==> config.mk <==
export PLATFORM = sky130hd
export DESIGN_NAME = fpa_front
export DESIGN_NICKNAME = d
export VERILOG_FILES = /design/src/sv/fpa_pkg.sv /design/src/sv/fpa_front.sv
export SDC_FILE = /design/constraint.sdc
export NUM_CORES = 1
export LEC_CHECK = 0
export BUFFER_PORTS_ARGS = -buffer_cell sky130_fd_sc_hd__buf_4
export CAP_MARGIN = 20
export CORE_ASPECT_RATIO = 1.25
export CORE_UTILIZATION = 40
export DETAILED_ROUTE_END_ITERATION = 7
export GPL_ROUTABILITY_DRIVEN = 0
export PLACE_DENSITY = 0.75
export SYNTH_ARGS = -nofsm -noshare
export SYNTH_HDL_FRONTEND = slang
export SYNTH_SLANG_ARGS = --single-unit
==> constraint.sdc <==
create_clock -name clk -period 5.9 [get_ports clk]
set_clock_uncertainty 0.2 [all_clocks]
set_input_delay 0 -clock clk [delete_from_list [all_inputs] [get_ports clk]]
set_output_delay 0 -clock clk [all_outputs]
set_load 0.005 [all_outputs]
==> src/sv/fpa_pkg.sv <==
`default_nettype none
// ----------------------------------------------------------------------------
// fpa_pkg
// shared types and constants of the binary32 add/sub/mul/div unit
// ----------------------------------------------------------------------------
package fpa_pkg;

  typedef enum logic [1:0] {
    OP_ADD = 2'd0,
    OP_SUB = 2'd1,
    OP_MUL = 2'd2,
    OP_DIV = 2'd3
  } op_e;

  localparam logic [31:0] QNAN_BITS = 32'h7FC0_0000;
  localparam logic [31:0] INF_BITS  = 32'h7F80_0000;

  // classified transaction handed from the front end to the back end
  typedef struct packed {
    op_e         op;
    logic [31:0] a;
    logic [31:0] b;
    logic        special;
    logic [31:0] spec_val;
    logic        dz;
  } fe_item_t;

endpackage
`default_nettype wire

==> src/sv/fpa_front.sv <==
`default_nettype none
// ----------------------------------------------------------------------------
// fpa_front
// accepts transactions, resolves special operands and registers them
// ----------------------------------------------------------------------------
module fpa_front import fpa_pkg::*; (
  input  wire logic        clk,
  input  wire logic        rst,
  input  wire logic        in_valid,
  output logic             in_stall,
  input  wire logic [1:0]  req_type,
  input  wire logic [31:0] operand_a,
  input  wire logic [31:0] operand_b,
  output logic             f_valid,
  output fe_item_t         f_item,
  input  wire logic        f_ready
);

  fe_item_t item_next;
  logic     accept;

  always_comb begin
    logic [31:0] a;
    logic [31:0] b;
    logic        na, nb, ia, ib, za, zb, sgn;
    a = operand_a;
    b = operand_b;
    if (op_e'(req_type) == OP_SUB) begin
      b = {~operand_b[31], operand_b[30:0]};
    end
    na  = a[30:0] > INF_BITS[30:0];
    nb  = b[30:0] > INF_BITS[30:0];
    ia  = a[30:0] == INF_BITS[30:0];
    ib  = b[30:0] == INF_BITS[30:0];
    za  = a[30:0] == 31'd0;
    zb  = b[30:0] == 31'd0;
    sgn = a[31] ^ b[31];
    item_next.op       = (op_e'(req_type) == OP_SUB) ? OP_ADD : op_e'(req_type);
    item_next.a        = a;
    item_next.b        = b;
    item_next.special  = 1'b0;
    item_next.spec_val = 32'd0;
    item_next.dz       = 1'b0;
    unique case (op_e'(req_type))
      OP_ADD, OP_SUB: begin
        if (na || nb) begin
          item_next.special = 1'b1;
          item_next.spec_val = QNAN_BITS;
        end else if (ia) begin
          item_next.special = 1'b1;
          item_next.spec_val = (ib && (a[31] != b[31])) ? QNAN_BITS : a;
        end else if (ib) begin
          item_next.special = 1'b1;
          item_next.spec_val = b;
        end
      end
      OP_MUL: begin
        if (na || nb) begin
          item_next.special = 1'b1;
          item_next.spec_val = QNAN_BITS;
        end else if (ia || ib) begin
          item_next.special = 1'b1;
          item_next.spec_val = (za || zb) ? QNAN_BITS : {sgn, INF_BITS[30:0]};
        end else if (za || zb) begin
          item_next.special = 1'b1;
          item_next.spec_val = {sgn, 31'd0};
        end
      end
      OP_DIV: begin
        if (zb) begin
          item_next.special = 1'b1;
          item_next.spec_val = 32'd0;
          item_next.dz = 1'b1;
        end else if (na || nb) begin
          item_next.special = 1'b1;
          item_next.spec_val = QNAN_BITS;
        end else if (ia) begin
          item_next.special = 1'b1;
          item_next.spec_val = ib ? QNAN_BITS : {sgn, INF_BITS[30:0]};
        end else if (ib || za) begin
          item_next.special = 1'b1;
          item_next.spec_val = {sgn, 31'd0};
        end
      end
      default: begin
      end
    endcase
  end

  assign in_stall = f_valid && !f_ready;
  assign accept   = in_valid && !in_stall;

  always_ff @(posedge clk) begin
    if (rst) begin
      f_valid <= 1'b0;
    end else if (accept) begin
      f_valid <= 1'b1;
    end else if (f_ready) begin
      f_valid <= 1'b0;
    end
    if (accept) begin
      f_item <= item_next;
    end
  end

endmodule
`default_nettype wire

==> impl_metrics.env <==
export IMPL_ys_top_cells_by_area="edfxtp_1 (84%), nor4_1 (1.7%), a21oi_1 (1.3%)"
export IMPL_worst_endpoint_required_ns=5.69
export IMPL_final_net_count=525
export IMPL_vias=2693
export IMPL_cpPeakStageDelay_ns=0.81
export IMPL_layout_common_cells="buf_4 (172), edfxtp_1 (100), dlygate4sd3_1 (69)"
export IMPL_combPwrFrac_pct=12.2
export IMPL_synth_seq_cells=101
export IMPL_antenna_found_initial=0
export IMPL_htreeDepth=3
export IMPL_ff2ff_path_depth=3
export IMPL_synthDistinctLibCells=40
export IMPL_cp_end_kind="flip-flop"
export IMPL_area_growth_pct=67.4
export IMPL_top_usage_layer="met2"
export IMPL_p_sw_share_pct=20.7
export IMPL_grt_first_pass_wirelength_um=13600
export IMPL_setup_ws_ns=3.23
export IMPL_hold_viol=0
export IMPL_dr_first_iter_drc_count=102
export IMPL_finalSetupViolations=0
export IMPL_drive_gt1_share_pct=43.4
export IMPL_power_w=0.00150
export IMPL_top_level_ports=172
export IMPL_tightest_slew_ns=1.03
export IMPL_outcome="finished clean"
export IMPL_grt_pass1_vias=2866
export IMPL_period_needed_ns=2.67
export IMPL_hold_class="in -> reg"
export IMPL_fill_cells=600
export IMPL_hold_buffers=69
export IMPL_clkTransAtPathRegs_ns=0.09
export IMPL_cts_inserted_buffers=9
export IMPL_grt_met2_usage_pct=38.5
export IMPL_post_dp_hpwl_um=5830
export IMPL_path_max_fanout=63
export IMPL_leakage_nw=2.42
export IMPL_wl_per_cell_um=16.1
export IMPL_cellPowerDensity_nw_per_um2=250
export IMPL_worstPathCellList="nor2b_1, nor2b_4, buf_4"
export IMPL_ys_warn_count=0
export IMPL_rsz0062_at_grt="no"
export IMPL_grt_max_degree=64
export IMPL_synthCells=185
export IMPL_synthesis_area_um2=3580
export IMPL_grt_usage_pct=20.1
export IMPL_grt_met3_usage_pct=4.75
export IMPL_worstSetupPathType="reg -> reg"
export IMPL_globalRouteMet1Util_pct=18.8
export IMPL_cts_root_buf="clkbuf_8"
export IMPL_hold_path_depth=2
export IMPL_final_common_cell="buf_4"
export IMPL_synth_top_area_share_pct=83.9
export IMPL_rows=38
export IMPL_die_x_um=86.6
export IMPL_ant_nets=0
export IMPL_max_slew_margin_pct=31.3
export IMPL_drv_cap=0
export IMPL_multi_input_area_um2=613
export IMPL_dieArea_um2=9330
export IMPL_drc=0
export IMPL_maxSlewViolCount=0
export IMPL_design_core_area_um2=8700
export IMPL_crit_buf_inv=1
export IMPL_regArea_um2=3020
export IMPL_syn_area_per_cell_um2=19.3
export IMPL_wirelength_um=9300
export IMPL_post_place_ws_ns=3.23
export IMPL_dieHeight_um=108
export IMPL_start_util_pct=41.1
export IMPL_via_per_inst=4.65
export IMPL_p_clk_share_pct=31.0
export IMPL_clockBufferDepth=2
export IMPL_io_buffer_count=171
export IMPL_tns_ns=0
export IMPL_p_sw_w=0.000310
export IMPL_min_period_over_period_pct=45.2
export IMPL_slowest_stage="nor2b_4"
export IMPL_cp_start_kind="flip-flop"
export IMPL_cp_top_family="simple AND/OR/NAND/NOR gates"
export IMPL_cts_tree="done"
export IMPL_synth_area_leader_cell="edfxtp_1"
export IMPL_internal_power_w=0.00119
export IMPL_p_seq_share_pct=56.8
export IMPL_grt_overflow=0
export IMPL_cts_resized=0
export IMPL_clock_latency_ns=0.36
export IMPL_r2r_setup_slack_ns=3.23
export IMPL_peakVddDrop_uv=145
export IMPL_ys_seq_area_share_pct=84.4
export IMPL_post_cts_setup_buffers=0
export IMPL_clock_sinks=101
export IMPL_path_depth=3
export IMPL_clock_fmax_mhz=375
export IMPL_diodes=0
export IMPL_critPathArrivalTime_ns=2.46
export IMPL_first_pass_iters=4
metrics by stage:
step                instances  cell area [um^2]  util, %  hold WS [ns]
CTS                       579              5990     68.9        0.0313
finish                    579              5990     68.9        0.0421
global placement          495              5090     58.5       -0.0419
detailed placement        495              5090     58.5       -0.0379
global route              579              5990     68.9        0.0546
floorplan                 206              3660        -        -0.155
power groups by stage:
stage,Sequential [W],Combinational [W],Clock (W)
floorplan,0.000875,0.0000227,0
global placement,0.000864,0.000138,0
detailed placement,0.000865,0.000142,0
CTS,0.000849,0.000180,0.000474
global route,0.000853,0.000196,0.000500
finish,0.000850,0.000182,0.000464
layer usage:
metal,vias to the layer above,routed length [um]
li1,1272,-
met1,1273,3130
met2,124,5260
met3,24,595
met4,0,318
met5,-,0
logic make-up after synthesis:
logic type,after synthesis,share of synthesized area (%)
buffers and inverters,6,0.839
flip-flops,101,84.4
XOR/XNOR,1,0.245
AO/OA/AOI/OAI,24,4.82
AND/OR/NAND/NOR,52,9.54
other,1,0.105
sequential cells by signal, summed over array words and instances, names as in the netlist:
| name | flops |
|---|---|
| f_item | 100 |
| f_valid | 1 |
final timing paths:
check	from	end
setup / recovery	f_valid	f_item[38]
hold / removal	in_valid	f_item[46]
setup reg to reg	f_valid	f_item[38]
hold reg to reg	f_valid	f_item[46]
worst reg2reg max path: cells and delay by family, from the launching register on:
kind,cells,cell delay [ns]
buffers and inverters,1,0.78
DFF,1,0.32
and+or+nand+nor,2,0.98
Yosys cell counts:
master / instances
a211oi_2: 1
o31a_1: 1
buf_6: 1
nor3_1: 2
or2_2: 1
nand2b_1: 1
or3_1: 2
o21ai_1: 1
nor4_1: 10
a22oi_1: 1
nand2_2: 1
a21oi_2: 1
o2bb2ai_1: 1
conb_1: 1
nand4_2: 1
o22a_1: 1
and2_1: 1
a21oi_1: 9
clkbuf_1: 2
o311ai_1: 1
xnor2_1: 1
o21ai_0: 2
o211ai_1: 2
nand3_1: 1
nor4_2: 3
nor2b_1: 2
nand4_1: 6
a32oi_1: 1
or2_1: 1
nor2_1: 9
and4_1: 1
edfxtp_1: 100
or4_1: 2
inv_1: 3
dfxtp_1: 1
or4_4: 2
nand2_1: 5
nor4_4: 1
o2111ai_2: 1
a41o_1: 1
area by class of cell:
type | instances | share of cell area, %
flip-flops and latches | 101 | 50.5
repair buffers | 241 | 33.1
multi-input cells | 99 | 10.2
well taps | 120 | 2.51
clock buffers | 10 | 2.13
clock inverters | 5 | 1.40
inverters | 3 | 0.188
No activity file was read; power rests on OpenSTA's default activity.
