===== src/sv/fpa_pkg.sv =====
`default_nettype none
// ----------------------------------------------------------------------------
// fpa_pkg
// shared types and constants of the binary32 add/sub/mul/div unit
// ----------------------------------------------------------------------------
package fpa_pkg;

  typedef enum logic [1:0] {
    OP_ADD = 2'd0,
    OP_SUB = 2'd1,
    OP_MUL = 2'd2,
    OP_DIV = 2'd3
  } op_e;

  localparam logic [31:0] QNAN_BITS = 32'h7FC0_0000;
  localparam logic [31:0] INF_BITS  = 32'h7F80_0000;

  // classified transaction handed from the front end to the back end
  typedef struct packed {
    op_e         op;
    logic [31:0] a;
    logic [31:0] b;
    logic        special;
    logic [31:0] spec_val;
    logic        dz;
  } fe_item_t;

endpackage
`default_nettype wire


===== src/sv/fpa_queue.sv =====
`default_nettype none
// ----------------------------------------------------------------------------
// fpa_queue
// two-entry queue between the front end and the back end
// ----------------------------------------------------------------------------
module fpa_queue import fpa_pkg::*; (
  input  wire logic clk,
  input  wire logic rst,
  input  wire logic f_valid,
  input  fe_item_t  f_item,
  output logic      f_ready,
  output logic      q_valid,
  output fe_item_t  q_item,
  input  wire logic q_pop
);

  fe_item_t   mem [0:1];
  logic       wr_ptr;
  logic       rd_ptr;
  logic [1:0] count;
  logic       push;
  logic       pop;

  assign q_valid = count != 2'd0;
  assign q_item  = mem[rd_ptr];
  assign f_ready = (count != 2'd2) || q_pop;
  assign push    = f_valid && f_ready;
  assign pop     = q_pop && q_valid;

  always_ff @(posedge clk) begin
    if (rst) begin
      wr_ptr <= 1'b0;
      rd_ptr <= 1'b0;
      count  <= 2'd0;
    end else begin
      if (push) begin
        wr_ptr <= ~wr_ptr;
      end
      if (pop) begin
        rd_ptr <= ~rd_ptr;
      end
      count <= count + {1'b0, push} - {1'b0, pop};
    end
    if (push) begin
      mem[wr_ptr] <= f_item;
    end
  end

  a_count_max: assert property (@(posedge clk) disable iff (rst) count != 2'd3)
    else $error("queue count overflow");
  a_pop_nonempty: assert property (@(posedge clk) disable iff (rst) q_pop |-> q_valid)
    else $error("pop from empty queue");
  a_full_blocks: assert property (@(posedge clk) disable iff (rst)
    (count == 2'd2 && !q_pop) |-> !f_ready)
    else $error("push into full queue");

endmodule
`default_nettype wire


===== config.mk =====
export PLATFORM = sky130hd
export DESIGN_NAME = fpa_queue
export DESIGN_NICKNAME = d
export VERILOG_FILES = /design/src/sv/fpa_pkg.sv /design/src/sv/fpa_queue.sv
export SDC_FILE = /design/constraint.sdc
export NUM_CORES = 1
export LEC_CHECK = 0
export BUFFER_PORTS_ARGS = -buffer_cell sky130_fd_sc_hd__buf_2
export CAP_MARGIN = 20
export CORE_ASPECT_RATIO = 1.4
export CORE_MARGIN = 3
export CORE_UTILIZATION = 30
export CTS_CLUSTER_DIAMETER = 200
export CTS_CLUSTER_SIZE = 16
export DETAILED_ROUTE_END_ITERATION = 7
export GPL_TIMING_DRIVEN = 0
export SLEW_MARGIN = 20
export SYNTH_ARGS = -nofsm -noshare
export SYNTH_HDL_FRONTEND = slang
export SYNTH_SLANG_ARGS = --single-unit

===== constraint.sdc =====
create_clock -name clk -period 4.84 [get_ports clk]
set_input_delay 0.242 -clock clk [delete_from_list [all_inputs] [get_ports clk]]
set_output_delay 0.242 -clock clk [all_outputs]
set_load 0.01 [all_outputs]

==> reports/results.ini, run 1 <==
[final_layout]
final_common_cell=buf_2
multi_input_area_sq_um=1282
instances_no_fill=981
syn2layout_area_growth_pct=40.64
seq_area_sq_um=6106
num_antenna_cells=0
drive_above_1_share=0.5171
design_area_sq_um=10460
fillers=2168
final_cell_mix=buf_2 (216), edfxtp_1 (200), dlygate4sd3_1 (101)
final_nets=772

[yosys]
synth_cell_types=18
synthTopCellsByArea=edfxtp_1 (81%), mux2_2 (15%), dfxtp_1 (1.3%)
synthAdderAreaFrac=0.003366
synth_nets=442
synth-simple-area-share=0.01060
muxShareOfSynthArea=0.1535
synth_top_area_frac=0.8078
ys_seq_area_frac=0.8213
postSynthCellCount=336
synth_largest_area_cell=edfxtp_1
ys_warn_count=0
ys_ff_latch=205
syn_avg_cell_area_sq_um=22.13
synth_area_sq_um=7435
synth_xor_area_frac=0.002356
synth_top_family_by_area=multiplexers
synth_compound_area_frac=0.001010

[worst_setup_path]
cp-start-kind=flip-flop
path_max_fanout=10
cp-end-kind=primary output
crit_type=flip-flop to primary output
cp.required_ps=4600
crit_arrival_ps=1910
r2r_start=count[1]

[cts]
worstSkewPairLatency_ps=480
clk_pin_slew_ps=70
cts_tree=yes
htree_levels=1
clk_path_buf_depth=3
cts_setup_buffers=0
cts_made_buffers=16
cts_num_sinks=205
ctsRootBufferMaster=clkbuf_16

[sta]
period_share=0.4451
report.final.setup_viol=0
fmax_ghz=0.4642
finalSetupTns_ps=0
slew_headroom=0.6273
worstMarginPinSlew_ps=557.8
final.setup_skew_ps=20.10
post-route-min-period_ps=2154
hold_viol=0
whs_ps=151.0
rsz0062_at_grt=false
drv_slew=0
worst_slack_ps=2686

[routing]
routedWlPerCell_um=16.05
wl_met3_um=953
maxUsedRoutingLayer=met5
routed_via_density=4.305
postRouteAntennaNets=0
wl_met2_mm=8.568
wl_mm=15.75
met1_length_mm=5.842
drtIter0Drc=100
firstDrtPassIters=4
vias=4223
drc=0

[floorplanning]
core_sq_um=24140
die_h_um=192.3
die_x_um=139.0
die_area_sq_um=26730
num_rows=67
start_util=0.3079
ios=206

[placed_design]
place_ws_ps=2796
hpwl_mm=10.79
dp.cells=857
place_congestion=0.7353
numPortBuffers=205
post_dp_cell_area_sq_um=8996

[status]
status=finished clean

[global_routing]
grt_util_all_layers=0.1132
antenna_found_initial=3
grt_pass1_wl_mm=24.25
gr-total-overflow=0
grt_pass1_vias=4736
grt_max_degree=43

[worst_hold_path]
worstHoldStart=f_valid
hold_class=input port to flip-flop

[pwr]
peakVddDrop_mv=0.3206
p_per_area_nw_per_um2=449.1
p_leak_nw=3.920

[job]
maxCapViolCount=0

## per-stage QoR
stage / power, W / utilization
2_1_floorplan: 0.003003 / -
3_3_place_gp: 0.003463 / 0.3666
3_5_place_dp: 0.003514 / 0.3726
4_1_cts: 0.004793 / 0.4331
5_1_grt: 0.004946 / 0.4331
6_report: 0.004696 / 0.4331
## metal layers
layer,up-vias,global-route usage
li1,1981,-
met1,2080,0.1232
met2,125,0.2157
met3,31,0.03024
met4,6,0.03276
met5,-,0
## final timing paths
kind / cells past startpoint / to / slack, ps
worst max-delay path: 4 / q_item[12] / 2690
worst min register to register: 2 / rd_ptr / 550
worst max register to register: 4 / mem[1][80] / 2840
worst min-delay path: 3 / wr_ptr / 150
## sequential cells by signal, indices dropped and copies added (netlist names), named ones only
register / count
mem: 200
count: 2
rd_ptr: 1
wr_ptr: 1
## logic make-up after synthesis
family	count (synthesis)
simple gates	13
fa+ha+maj	2
compound gates	1
flops	205
xor+xnor	2
buf+inv	12
mux	101
## power breakdown
group | total (W) | internal (W) | leakage (nW) | switching [W]
combinational | 0.00128 | 0.000634 | 1.79 | 0.000644
clock | 0.00119 | 0.000637 | 0.219 | 0.000551
sequential | 0.00223 | 0.00218 | 1.91 | 0.0000481
total | 0.00470 | 0.00345 | 3.92 | 0.00124
## cells in the mapped netlist (all sizes together)
cell type and count:
and2 1, ha 2, nor2b 2, nand2 1
or2 1, edfxtp 200, dfxtp 5, and3 1
inv 1, or3b 1, xnor2 1, nor3 1
o21a 1, mux2 101, xor2 1, buf 11
nor2 5
## timing repair
item	CTS	global route
hold buffers	101	0
resized for setup	0	0
setup endpoints to repair	0	0
endpoints found under the hold margin	204	0
## area by class of cell
type                    count  area share
flip-flops and latches    205      0.5839
repair buffers            312      0.2077
multi-input cells         119      0.1227
clock buffers              22     0.04248
well taps                 310     0.03709
plain buffers              11    0.005265
clock inverters             1   0.0004786
inverters                   1   0.0003590
## critical path, cell delays in order, from the launching register on
cell,delay [ps]
dfxtp_1,300
buf_2,260
buf_2,340
mux2_2,380
buf_2,140
Note: power is estimated with default switching activity, not from simulation.
==> run 2, diff against run 1 <==
--- a/config.mk
+++ b/config.mk
@@ -5,6 +5,7 @@
 export SDC_FILE = /design/constraint.sdc
 export NUM_CORES = 1
 export LEC_CHECK = 0
+export ABC_AREA = 1
 export BUFFER_PORTS_ARGS = -buffer_cell sky130_fd_sc_hd__buf_2
 export CAP_MARGIN = 20
 export CORE_ASPECT_RATIO = 1.4
==> constraint.sdc (replaced) <==
create_clock -name clk -period 2.25 [get_ports clk]
set_input_delay 0.1125 -clock clk [delete_from_list [all_inputs] [get_ports clk]]
set_output_delay 0.1125 -clock clk [all_outputs]
set_load 0.01 [all_outputs]
==> reports/results.ini, run 2 <==
[yosys]
synth_top_area_frac=0.7538  ; was 0.8078
synth_largest_area_cell=edfxtp_1  ; unchanged
synth_nets=455  ; was 442
yosysMostFrequentCell=edfxtp_1  ; unchanged
ys_ff_latch=205  ; unchanged
ys_seq_area_frac=0.7663  ; was 0.8213
synthTopCellsByArea=edfxtp_1 (75%), mux2_4 (19%), buf_12 (2.5%)  ; was edfxtp_1 (81%), mux2_2 (15%), dfxtp_1 (1.3%)
synth_area_sq_um=7968  ; was 7435 sq um
syn_avg_cell_area_sq_um=22.83  ; was 22.13 sq um
yosys_most_used_dff=edfxtp_1  ; unchanged
synthArstFlopShare=0  ; unchanged
synthTopCellsByCount=edfxtp_1 (200), mux2_4 (100), inv_1 (11)  ; was edfxtp_1 (200), mux2_2 (100), buf_2 (11)
synth_edf_count=200  ; unchanged
postSynthCellCount=349  ; was 336
ys_warn_count=0  ; unchanged
synth_cell_types=12  ; was 18

[final_layout]
drive_above_1_share=0.5080  ; was 0.5171
regMostFlops=mem  ; unchanged
largest_reg_flops=200  ; unchanged
syn2layout_area_growth_pct=38.43  ; was 40.64%
seq_area_sq_um=6108  ; was 6106 sq um
final_cell_mix=buf_2 (205), edfxtp_1 (200), dlygate4sd3_1 (102)  ; was buf_2 (216), edfxtp_1 (200), dlygate4sd3_1 (101)
design_area_sq_um=11030  ; was 10460 sq um
multi_input_area_sq_um=1649  ; was 1282 sq um
final_nets=786  ; was 772
final_common_cell=buf_2  ; unchanged
top_regs=mem x200, count x2  ; unchanged
fillers=2265  ; was 2168
num_antenna_cells=0  ; unchanged

[floorplanning]
core_sq_um=25730  ; was 24140 sq um
start_util=0.3097  ; was 0.3079
die_h_um=198.8  ; was 192.3 um
num_rows=69  ; was 67
ios=206  ; unchanged
die_x_um=143.7  ; was 139.0 um
die_area_sq_um=28580  ; was 26730 sq um

[worst_setup_path]
r2r_setup_slack_ps=240  ; was 2840 ps
rr_endpoint=mem[0][6]  ; was mem[1][80]
rr_worst_depth=6  ; was 4
cp-end-kind=flip-flop  ; was primary output
crit_top_cell=buf_12  ; was buf_2
critPathLaunch=count[0]
cp_cell_sequence=inv_2 > nand3_4 > nand2_4 > nor2_4 > buf_12 > buf_12  ; was buf_2 > buf_2 > mux2_2 > buf_2
cp-start-kind=flip-flop  ; unchanged
path_max_fanout=27  ; was 10
endpoint=mem[0][6]  ; was q_item[12]
r2r_start=count[0]  ; was count[1]
crit_type=flip-flop to flip-flop  ; was flip-flop to primary output
cpMaxStageDelayCell=nor2_4  ; was mux2_2
crit_arrival_ps=2180  ; was 1910 ps
cp.required_ps=2420  ; was 4600 ps
critPathMaxStageDelay_ps=630  ; was 380 ps

[global_routing]
grt_pass1_wl_mm=25.24  ; was 24.25 mm
grt.met2_usage=0.2249  ; was 0.2157
grt_max_degree=35  ; was 43
met1_usage=0.1118  ; was 0.1232
antenna_found_initial=0  ; was 3
grt_util_all_layers=0.1119  ; was 0.1132
gr-total-overflow=0  ; unchanged
grt_pass1_vias=4943  ; was 4736
top_usage_layer=met2  ; unchanged
grt_util_met3=0.02044  ; was 0.03024

[sta]
hold_viol=0  ; unchanged
rsz0062_at_grt=false  ; unchanged
report.final.setup_viol=0  ; unchanged
drv_slew=0  ; unchanged
worstMarginPinSlew_ps=794.3  ; was 557.8 ps
whs_ps=67.78  ; was 151.0 ps
post-route-min-period_ps=2012
slew_headroom=0.4692  ; was 0.6273
final.setup_skew_ps=13.74  ; was 20.10 ps
fmax_ghz=0.4971
period_share=0.8941

[cts]
cts_tree=yes  ; unchanged
cts_made_buffers=16  ; unchanged
cts-resized-gates=0  ; unchanged
worstSkewPairLatency_ps=470  ; was 480 ps
ctsRootBufferMaster=clkbuf_16  ; unchanged
htree_levels=1  ; unchanged
clk_pin_slew_ps=70  ; about the same
cts_num_sinks=205  ; unchanged
clk_path_buf_depth=3  ; unchanged

[pwr]
clkPwrFrac=0.252  ; was 0.253
intPower_w=0.007585  ; was 0.003453 W
power.net_switching_w=0.002649  ; was 0.001243 W
share_seq_of_total_power=0.464  ; was 0.475
p_per_area_nw_per_um2=927.9  ; was 449.1 nW/um^2
p_sw_frac=0.2589  ; was 0.2646
p_comb_frac=0.284  ; was 0.272
peakVddDrop_mv=0.5311  ; was 0.3206 mV
p_leak_nw=4.330  ; was 3.920 nW

[routing]
postRouteAntennaNets=0  ; unchanged
drc=0  ; unchanged
routed_via_density=4.343  ; was 4.305
firstDrtPassIters=4  ; unchanged
wl_mm=16.63  ; was 15.75 mm
routedWlPerCell_um=16.57  ; was 16.05 um
drtIter0Drc=140  ; was 100
vias=4360  ; was 4223

[status]
status=finished clean  ; unchanged

[worst_hold_path]
hold_class=input port to flip-flop  ; unchanged
whs_path_depth=4  ; was 3

[placed_design]
numPortBuffers=205  ; unchanged
hpwl_mm=11.52  ; was 10.79 mm
place_congestion=0.6773  ; was 0.7353
post_dp_cell_area_sq_um=9559  ; was 8996 sq um

[job]
maxCapViolCount=0  ; unchanged

run 2: power by group through the flow:
stage | combinational (W) | clock (W) | sequential (W)
final | 0.00291 | 0.00258 | 0.00475
after global routing | 0.00310 | 0.00286 | 0.00478
after CTS | 0.00296 | 0.00272 | 0.00476
after detailed placement | 0.00281 | 0 | 0.00484
after global placement | 0.00269 | 0 | 0.00484
after floorplan | 0.00187 | 0 | 0.00482
run 2: critical path: cells and delay by family (launching register included):
family | cells | cell delay (ps)
buffers and inverters | 3 | 540
and+or+nand+nor | 3 | 790
DFF | 1 | 340
run 2: what timing repair did:
action / CTS / global route
buffers inserted: 0 / 0
hold endpoints to repair: 205 / 0
setup endpoints to repair: 0 / 0
hold buffers: 102 / 0
run 2: cell families (layout without fill, tap and decap cells):
kind of cell	after synthesis	in the layout	share of synthesized area
flip-flops	205	205	0.7663
adder cells (fa/ha/maj)	2	2	0.003140
AO/OA/AOI/OAI	3	3	0.001884
buffers and inverters	22	358	0.03172
AND/OR/NAND/NOR	17	17	0.008481
multiplexers	100	100	0.1884
run 2: per-layer routing:
| metal | wire (um) | part of all wire | vias to the layer above |
|---|---|---|---|
| li1 | - | - | 2017 |
| met1 | 5777 | 0.35 | 2190 |
| met2 | 9611 | 0.58 | 124 |
| met3 | 828 | 0.050 | 29 |
| met4 | 417 | 0.025 | 0 |
| met5 | 0 | 0 | - |
run 2: stage by stage:
stage	power (W)	TNS [ps]	std cells	worst slack (ps)	utilization
floorplan	0.006691	-34910	349	-178.2	-
global placement	0.007532	-180620	873	-944.9	0.3669
detailed placement	0.007651	0	879	184.7	0.3716
CTS	0.01044	0	1004	180.9	0.4287
global route	0.01075	0	1004	111.0	0.4287
finish	0.01023	0	1004	238.2	0.4287
run 2: cell type report:
type | count | share of cell area
buffer | 11 | 0.01917
clock buffer | 22 | 0.04027
clock inverter | 1 | 0.0004538
inverter | 11 | 0.004084
multi-input combinational | 122 | 0.1495
sequential | 205 | 0.5538
tap | 319 | 0.03619
timing repair buffer | 313 | 0.1965
run 2: how the worst min path moves through the flow:
stage | slack [ps] | start | endpoint
floorplan | 180 | rst | count[0]
finish | 70 | q_pop | flip-flop
detailed placement | 290 | rst | count[0]
global route | 70 | q_pop | flip-flop
global placement | 280 | rst | count[0]
CTS | 40 | q_pop | flip-flop
